## src/hw/rtl/fpc_pkg.sv

```systemverilog
// ----------------------------------------------------------------------------
// fpc_pkg: shared types and constants of the filtered position P controller
// Widths, register indexes, sequencer states and the multiplier control bundle.
// ----------------------------------------------------------------------------
`default_nettype none

package fpc_pkg;

    localparam int SAMPLE_W = 24;
    localparam int DIFF_W   = SAMPLE_W + 1;
    localparam int MAG_W    = SAMPLE_W;
    localparam int GAIN_W   = 16;
    localparam int ALPHA_W  = 9;
    localparam int SPEED_W  = 8;
    localparam int CMD_W    = SPEED_W + 1;
    localparam int OPA_W    = GAIN_W + 1;
    localparam int PROD_W   = OPA_W + DIFF_W;
    localparam int ACC_W    = SAMPLE_W + 10;
    localparam int CFG_IDX_W  = 3;
    localparam int CFG_DATA_W = 16;

    localparam logic [ALPHA_W-1:0] ALPHA_ONE = ALPHA_W'(256);

    typedef enum logic [CFG_IDX_W-1:0] {
        REG_ENABLE    = 3'd0,
        REG_GAIN      = 3'd1,
        REG_ALPHA     = 3'd2,
        REG_TOLERANCE = 3'd3,
        REG_DEADBAND  = 3'd4,
        REG_MIN_SPEED = 3'd5,
        REG_MAX_SPEED = 3'd6
    } t_cfg_reg;

    localparam logic ACT_TICK   = 1'b0;
    localparam logic ACT_TARGET = 1'b1;

    typedef enum logic [2:0] {
        ST_IDLE,
        ST_FILT,
        ST_UPD,
        ST_ERR,
        ST_GAIN,
        ST_DONE
    } t_state;

    typedef struct packed {
        logic load;
        logic sel_gain;
    } t_mul_ctl;

endpackage

`default_nettype wire

```

## src/hw/rtl/fpc_mul.sv

```systemverilog
// ----------------------------------------------------------------------------
// fpc_mul: shared registered multiplier
// Multiplies either alpha by the sample difference or gain by the error
// magnitude, and holds the product until the next load.
// ----------------------------------------------------------------------------
`default_nettype none

module fpc_mul (
    input  wire logic                                 i_clk,
    input  wire fpc_pkg::t_mul_ctl                    i_ctl,
    input  wire logic [fpc_pkg::ALPHA_W-1:0]          i_alpha,
    input  wire logic signed [fpc_pkg::DIFF_W-1:0]    i_diff,
    input  wire logic [fpc_pkg::GAIN_W-1:0]           i_gain,
    input  wire logic [fpc_pkg::MAG_W-1:0]            i_mag,
    output logic signed [fpc_pkg::PROD_W-1:0]         o_prod
);
    import fpc_pkg::*;

    logic signed [OPA_W-1:0]  op_a;
    logic signed [DIFF_W-1:0] op_b;
    logic signed [PROD_W-1:0] r_prod;

    always_comb begin
        if (i_ctl.sel_gain) begin
            op_a = $signed({1'b0, i_gain});
            op_b = $signed({1'b0, i_mag});
        end else begin
            op_a = $signed({{(OPA_W-ALPHA_W){1'b0}}, i_alpha});
            op_b = i_diff;
        end
    end

    always_ff @(posedge i_clk) begin
        if (i_ctl.load) begin
            r_prod <= PROD_W'(op_a) * PROD_W'(op_b);
        end
    end

    assign o_prod = r_prod;

endmodule

`default_nettype wire

```

## src/hw/rtl/filtered_position_p_controller_core.sv

```systemverilog
// ----------------------------------------------------------------------------
// filtered_position_p_controller_core: smoothed position P regulator
// Filters sensor samples, compares against the target and issues a limited
// velocity command with deadband through one shared multiplier.
// ----------------------------------------------------------------------------
//  channel  | valid       | stall       | payload
//  ---------+-------------+-------------+-----------------------------------------
//  in       | i_in_valid  | o_in_stall  | i_action, i_sensor_position, i_target_value
//  out      | o_out_valid | i_out_stall | o_speed_command, o_at_target
//  cfg      | i_cfg_we    | -           | i_cfg_index, i_cfg_data
//
//  Set-target and disabled-tick transactions are taken in idle and give no result.
//  Enabled ticks run the shared multiplier twice in sequence (filter weight,
//  then gain), with update and error steps between and the limit step last.
//  The next transaction is taken while a result waits in the output register;
//  a tick only waits in its last step if that register is full and stalled.
//  Reset is synchronous and restores the register defaults; no clearing pass.
// ----------------------------------------------------------------------------
`default_nettype none

module filtered_position_p_controller_core (
    input  wire logic                                   i_clk,
    input  wire logic                                   i_rst_n,
    input  wire logic                                   i_in_valid,
    output logic                                        o_in_stall,
    input  wire logic                                   i_action,
    input  wire logic signed [fpc_pkg::SAMPLE_W-1:0]    i_sensor_position,
    input  wire logic signed [fpc_pkg::SAMPLE_W-1:0]    i_target_value,
    output logic                                        o_out_valid,
    input  wire logic                                   i_out_stall,
    output logic signed [fpc_pkg::CMD_W-1:0]            o_speed_command,
    output logic                                        o_at_target,
    input  wire logic                                   i_cfg_we,
    input  wire logic [fpc_pkg::CFG_IDX_W-1:0]          i_cfg_index,
    input  wire logic [fpc_pkg::CFG_DATA_W-1:0]         i_cfg_data
);
    import fpc_pkg::*;

    t_state r_state, n_state;

    logic                 r_enable;
    logic [GAIN_W-1:0]    r_gain;
    logic [ALPHA_W-1:0]   r_alpha;
    logic [15:0]          r_tolerance;
    logic [15:0]          r_deadband;
    logic [SPEED_W-1:0]   r_min_speed;
    logic [SPEED_W-1:0]   r_max_speed;

    logic signed [SAMPLE_W-1:0] r_smoothed;
    logic signed [SAMPLE_W-1:0] r_goal;
    logic signed [SAMPLE_W-1:0] r_sample;
    logic                       r_primed;
    logic                       r_goal_set;

    logic [MAG_W-1:0]     r_mag;
    logic                 r_neg;
    logic                 r_at;
    logic                 r_zero;

    logic                     r_out_valid;
    logic signed [CMD_W-1:0]  r_speed;
    logic                     r_out_at;

    logic                       in_accept;
    logic                       out_free;
    t_mul_ctl                   mul_ctl;
    logic [ALPHA_W-1:0]         alpha_sat;
    logic signed [DIFF_W-1:0]   diff;
    logic signed [PROD_W-1:0]   prod;
    logic signed [ACC_W-1:0]    acc;
    logic signed [DIFF_W-1:0]   err;
    logic [DIFF_W-1:0]          err_abs;
    logic [MAG_W+15:0]          rnd;
    logic [MAG_W-1:0]           spd_raw;
    logic [SPEED_W-1:0]         spd_lim;
    logic signed [CMD_W-1:0]    spd_cmd;

    assign in_accept = i_in_valid && !o_in_stall;
    assign out_free  = !r_out_valid || !i_out_stall;
    assign alpha_sat = (r_alpha > ALPHA_ONE) ? ALPHA_ONE : r_alpha;
    assign diff      = $signed({r_sample[SAMPLE_W-1], r_sample})
                     - $signed({r_smoothed[SAMPLE_W-1], r_smoothed});

    fpc_mul u_mul (
        .i_clk   (i_clk),
        .i_ctl   (mul_ctl),
        .i_alpha (alpha_sat),
        .i_diff  (diff),
        .i_gain  (r_gain),
        .i_mag   (r_mag),
        .o_prod  (prod)
    );

    always_comb begin
        acc     = $signed({{2{r_smoothed[SAMPLE_W-1]}}, r_smoothed, 8'b0})
                + prod[ACC_W-1:0] + ACC_W'(128);
        err     = $signed({r_goal[SAMPLE_W-1], r_goal})
                - $signed({r_smoothed[SAMPLE_W-1], r_smoothed});
        err_abs = err[DIFF_W-1] ? DIFF_W'(-err) : DIFF_W'(err);
        rnd     = prod[MAG_W+15:0] + (MAG_W+16)'(32768);
        spd_raw = rnd[MAG_W+15:16];
        priority if (spd_raw > MAG_W'(r_max_speed)) begin
            spd_lim = r_max_speed;
        end else if (spd_raw < MAG_W'(r_min_speed)) begin
            spd_lim = (r_min_speed > r_max_speed) ? r_max_speed : r_min_speed;
        end else begin
            spd_lim = spd_raw[SPEED_W-1:0];
        end
        if (r_zero) begin
            spd_cmd = '0;
        end else if (r_neg) begin
            spd_cmd = -$signed({1'b0, spd_lim});
        end else begin
            spd_cmd = $signed({1'b0, spd_lim});
        end
    end

    always_comb begin
        n_state      = r_state;
        o_in_stall   = 1'b1;
        mul_ctl      = '0;
        unique case (r_state)
            ST_IDLE: begin
                o_in_stall = 1'b0;
                if (in_accept && i_action == ACT_TICK && r_enable) begin
                    n_state = ST_FILT;
                end
            end
            ST_FILT: begin
                mul_ctl.load = 1'b1;
                n_state      = ST_UPD;
            end
            ST_UPD: begin
                n_state = ST_ERR;
            end
            ST_ERR: begin
                n_state = ST_GAIN;
            end
            ST_GAIN: begin
                mul_ctl.load     = 1'b1;
                mul_ctl.sel_gain = 1'b1;
                n_state          = ST_DONE;
            end
            ST_DONE: begin
                if (out_free) begin
                    n_state = ST_IDLE;
                end
            end
            default: begin
                n_state = ST_IDLE;
            end
        endcase
    end

    always_ff @(posedge i_clk) begin
        if (!i_rst_n) begin
            r_state <= ST_IDLE;
        end else begin
            r_state <= n_state;
        end
    end

    always_ff @(posedge i_clk) begin
        if (!i_rst_n) begin
            r_enable    <= 1'b1;
            r_gain      <= GAIN_W'(328);
            r_alpha     <= ALPHA_W'(205);
            r_tolerance <= 16'd500;
            r_deadband  <= 16'd1000;
            r_min_speed <= SPEED_W'(10);
            r_max_speed <= SPEED_W'(60);
        end else if (i_cfg_we) begin
            unique case (i_cfg_index)
                REG_ENABLE:    r_enable    <= i_cfg_data[0];
                REG_GAIN:      r_gain      <= i_cfg_data[GAIN_W-1:0];
                REG_ALPHA:     r_alpha     <= i_cfg_data[ALPHA_W-1:0];
                REG_TOLERANCE: r_tolerance <= i_cfg_data;
                REG_DEADBAND:  r_deadband  <= i_cfg_data;
                REG_MIN_SPEED: r_min_speed <= i_cfg_data[SPEED_W-1:0];
                REG_MAX_SPEED: r_max_speed <= i_cfg_data[SPEED_W-1:0];
                default: ;
            endcase
        end
    end

    // position state: take targets, prime on the first tick, filter in the update step
    always_ff @(posedge i_clk) begin
        if (!i_rst_n) begin
            r_smoothed <= '0;
            r_goal     <= '0;
            r_primed   <= 1'b0;
            r_goal_set <= 1'b0;
        end else if (in_accept) begin
            if (i_action == ACT_TARGET) begin
                r_goal     <= i_target_value;
                r_goal_set <= 1'b1;
            end else if (!r_primed) begin
                r_smoothed <= i_sensor_position;
                r_primed   <= 1'b1;
                if (!r_goal_set) begin
                    r_goal <= i_sensor_position;
                end
            end
        end else if (r_state == ST_UPD) begin
            r_smoothed <= acc[SAMPLE_W+7:8];
        end
    end

    always_ff @(posedge i_clk) begin
        if (in_accept) begin
            r_sample <= i_sensor_position;
        end
        if (r_state == ST_ERR) begin
            r_mag  <= err_abs[MAG_W-1:0];
            r_neg  <= err[DIFF_W-1];
            r_at   <= (err_abs[MAG_W-1:0] < MAG_W'(r_tolerance));
            r_zero <= (err_abs[MAG_W-1:0] < MAG_W'(r_tolerance))
                   || (err_abs[MAG_W-1:0] < MAG_W'(r_deadband));
        end
    end

    // output register: load in the last step, drop on delivery
    always_ff @(posedge i_clk) begin
        if (!i_rst_n) begin
            r_out_valid <= 1'b0;
        end else if (r_state == ST_DONE && out_free) begin
            r_out_valid <= 1'b1;
        end else if (!i_out_stall) begin
            r_out_valid <= 1'b0;
        end
    end

    always_ff @(posedge i_clk) begin
        if (r_state == ST_DONE && out_free) begin
            r_speed  <= spd_cmd;
            r_out_at <= r_at;
        end
    end

    assign o_out_valid     = r_out_valid;
    assign o_speed_command = r_speed;
    assign o_at_target     = r_out_at;

    a_rise_from_done: assert property (@(posedge i_clk) disable iff (!i_rst_n)
        $rose(r_out_valid) |-> $past(r_state) == ST_DONE)
        else $error("result appeared outside the final step");

    a_at_zero: assert property (@(posedge i_clk) disable iff (!i_rst_n)
        (r_state == ST_DONE && r_at) |-> spd_cmd == '0)
        else $error("nonzero speed while at target");

    a_done_wait: assert property (@(posedge i_clk) disable iff (!i_rst_n)
        (r_state == ST_DONE && r_out_valid && i_out_stall) |=> r_state == ST_DONE)
        else $error("final step left while output register full");

    a_busy_primed: assert property (@(posedge i_clk) disable iff (!i_rst_n)
        (r_state != ST_IDLE) |-> r_primed)
        else $error("filter running before first sample");

endmodule

`default_nettype wire
```

## config.mk

```make
export PLATFORM = sky130hd
export DESIGN_NAME = filtered_position_p_controller_core
export DESIGN_NICKNAME = d
export VERILOG_FILES = /design/src/hw/rtl/fpc_pkg.sv /design/src/hw/rtl/fpc_mul.sv /design/src/hw/rtl/filtered_position_p_controller_core.sv
export SDC_FILE = /design/constraint.sdc
export NUM_CORES = 2
export LEC_CHECK = 0
export BUFFER_PORTS_ARGS = -buffer_cell sky130_fd_sc_hd__buf_2
export CAP_MARGIN = 20
export CORE_AREA = 2 2 221 223
export DETAILED_ROUTE_END_ITERATION = 16
export DIE_AREA = 0 0 223 225
export PLACE_DENSITY = 0.77
export SYNTH_ARGS = -nofsm -noshare
export SYNTH_HDL_FRONTEND = slang
export SYNTH_SLANG_ARGS = --single-unit
```

## constraint.sdc

```tcl
create_clock -name i_clk -period 19.3 [get_ports i_clk]
set_clock_uncertainty 0.1 [all_clocks]
set_input_delay 1.93 -clock i_clk [delete_from_list [all_inputs] [get_ports i_clk]]
set_output_delay 1.93 -clock i_clk [all_outputs]
set_load 0.02 [all_outputs]
```

==> reports/summary.txt <==
outcome: complete, no violations
largest net degree at the start of global routing: 58
gp weighted congestion: 0.9862
Die Y-Extent: 225 um
total grt overflow: 0
Longest Clk Path Bufs: 3
area of the multi-input gates: 20520 um^2
Row Count: 80
Root Buffer: clkbuf_16
Worst path most repeated cell: fa_1
RSZ-0062 raised after global routing: no
final slew viol count: 0
wire length per cell: 21.24 um
TritonRoute pass-1 iters: 8
Worst setup EP type: register
final setup violation count: 0
Synth area leader: fa_1
Tmin final: 10050 ps
CP max stage cell: fa_1
Startpoint Class: register
Commonest cells post-synth: inv_1 (538), nand2_1 (447), fa_1 (375)
number of buffers created by CTS: 25
Reg2Reg Setup Slack: 9250 ps
Seq. cell area: 5385 um^2
Critical R2R Capture: u_mul.o_prod[39]$_DFFE_PP_
FMAX: 0.09954 GHz
max_cap viols: 0
share of layout cells above drive strength 1: 5.687%
Hold Path Cell Cnt: 2
post-CTS setup buffers: 0
worst skew pair latency: 550 ps
#FFs+latches synth: 222
Area contributors post-synth: fa_1 (27%), edfxtp_1 (10%), ha_1 (9.9%)
final setup margin: 9254 ps
area grow syn2layout: 6.547%
post-route cell area: 30140 um^2
Worst-Margin Slew: 1086 ps
dpl hpwl: 67500 um
initial antenna violation count: 3
gr usage total: 33.87%
crit-path max FO: 6
RR Startpoint: r_smoothed[0]$_SDFFE_PN0P_
DRC Markers: 0
Resize count post-CTS: 0
CTS sink count: 222
pre-CTS setup slack: 9427 ps
fillcell total: 4025
R2R depth: 33
average size of a mapped cell: 8.728 um^2
CTS tree: built
part of the cycle the worst path needs: 52.05%
CP arrival: 10230 ps
final wirelength: 82960 um
# IOs: 85
clock-pin slew on the worst setup and hold paths: 70 ps
core area: 47550 um^2
I/O Buffers: 84
Final nets: 3942
initial core utilization: 59.49%
first-pass GRT wire length: 131900 um
Worst Hold End: r_tolerance[15]$_SDFFE_PN0P_
Die ar.: 50180 um^2
Netlist cell types: 83
vias in the first global route: 24180
hold-fix buffers at CTS: 0
sequential-to-total area share from yosys stat: 19.04%
WP data required: 19490 ps
share of the synthesized area in the top cell type: 26.54%
Hold Vio Cnt, Final: 0
H-tree level count: 1
Hold/Removal Path Class: reg -> reg
Placed Instance Area: 29300 um^2
kind of critical path: reg -> reg
Detailed Route Iter0 Violations: 1913
Synth Cell Area: 28290 um^2
Async S/R FF share, synth: 0%
Largest stage delay, worst path: 540 ps
vias per cell: 6.045
Yosys warnings: 0
antenna-violating nets left: 0
Gate Count Post-Synth: 3241
setup TNS: 0 ps
most frequent cell after synthesis: inv_1
vias: 23610
Chip Width: 223 um
relative slew slack: 27.62%
Hold Crit Start: r_tolerance[15]$_SDFFE_PN0P_
Main synth FF type: dfxtp_1
EDFF count, synth: 94
worst max-delay path, delay by kind of cell (launching register included):
kind	cells	cell delay (ps)
adders and majority gates	9	3810
AOI/OAI and AO/OA	13	3390
and+or+nand+nor	6	1340
xor gates and xnor gates	2	580
DFF	1	410
buffers and inverters	3	150
layout make-up:
class | count | share of cell area (%)
clock inverter | 7 | 0.1785
tap | 615 | 2.553
inverter | 539 | 6.713
sequential | 222 | 17.87
timing repair buffer | 110 | 2.084
clock buffer | 38 | 2.512
antenna | 2 | 0.01661
multi-input combinational | 2372 | 68.07
stage by stage:
step | hold slack (ps) | cells | util [%]
detailed placement | 348.4 | 3857 | 61.63
floorplan | 300.3 | 3249 | -
global route | 374.7 | 3905 | 63.39
CTS | 358.5 | 3902 | 63.33
global placement | 341.8 | 3857 | 61.63
finish | 357.6 | 3905 | 63.39
how the worst max path moves through the flow:
stage                               start                          to  slack, ps  cells past startpoint
2_1_floorplan  r_smoothed[2]$_SDFFE_PN0P_  u_mul.o_prod[39]$_DFFE_PP_      10730                     33
3_3_place_gp   r_smoothed[0]$_SDFFE_PN0P_  u_mul.o_prod[39]$_DFFE_PP_       9530                     33
3_5_place_dp   r_smoothed[0]$_SDFFE_PN0P_  u_mul.o_prod[39]$_DFFE_PP_       9430                     33
4_1_cts        r_smoothed[0]$_SDFFE_PN0P_  u_mul.o_prod[39]$_DFFE_PP_       9320                     33
5_1_grt        r_smoothed[0]$_SDFFE_PN0P_  u_mul.o_prod[39]$_DFFE_PP_       8740                     34
6_report       r_smoothed[0]$_SDFFE_PN0P_  u_mul.o_prod[39]$_DFFE_PP_       9250                     33
logic make-up (layout without fill, tap and decap cells):
kind of cell	Yosys count	in the layout	share of synthesized area, %
flops	222	222	19.04
simple gates	1042	1042	17.41
mux	34	34	1.243
other cells	2	12	0.02655
fa+ha+maj	600	600	36.48
buf+inv	655	694	8.701
xor+xnor	129	129	3.994
compound gates	557	557	13.11
registers in the layout, summed over array words and instances (netlist names), 9 cells and up:
signal,count
r_alpha,9
o_speed_command,9
r_deadband,16
r_tolerance,16
r_goal,24
u_mul.o_prod,33
r_smoothed,24
r_gain,16
r_mag,24
r_sample,24
placed cells by master, fill, tap and decap left out, types with 11 or more instances in the layout:
cell,netlist,routed
and4_1,11,11
a21o_1,50,50
and3_1,97,97
nand2b_1,26,26
edfxtp_1,94,94
o21a_1,26,26
nor2b_1,39,39
o31ai_1,14,13
a21oi_1,149,149
a211oi_1,38,38
buf_4,0,25
clkbuf_16,0,27
and2_1,57,57
xnor2_1,91,91
a22oi_1,26,26
mux2i_1,25,25
or3_1,22,22
nor2_1,188,184
nand3_1,55,55
o22ai_1,13,13
fa_1,375,375
a31oi_1,19,19
o21ai_0,94,94
xor2_1,38,38
nand2_1,447,447
dfxtp_1,128,128
o211ai_1,32,32
inv_1,538,537
ha_1,224,224
nor3_1,32,31
buf_2,2,84
nand4_1,19,19
routing by layer:
metal | vias up | global-route usage, % | share of wire (%)
met3 | 204 | 6.545 | 9.1
met5 | - | 0 | 0
met1 | 11540 | 44.58 | 40
li1 | 10740 | - | -
met2 | 1121 | 55.84 | 47
met4 | 0 | 12.60 | 4.0
Power is not shown: default switching activity piles up to over one toggle a cycle in this logic, so the estimate is an artifact.
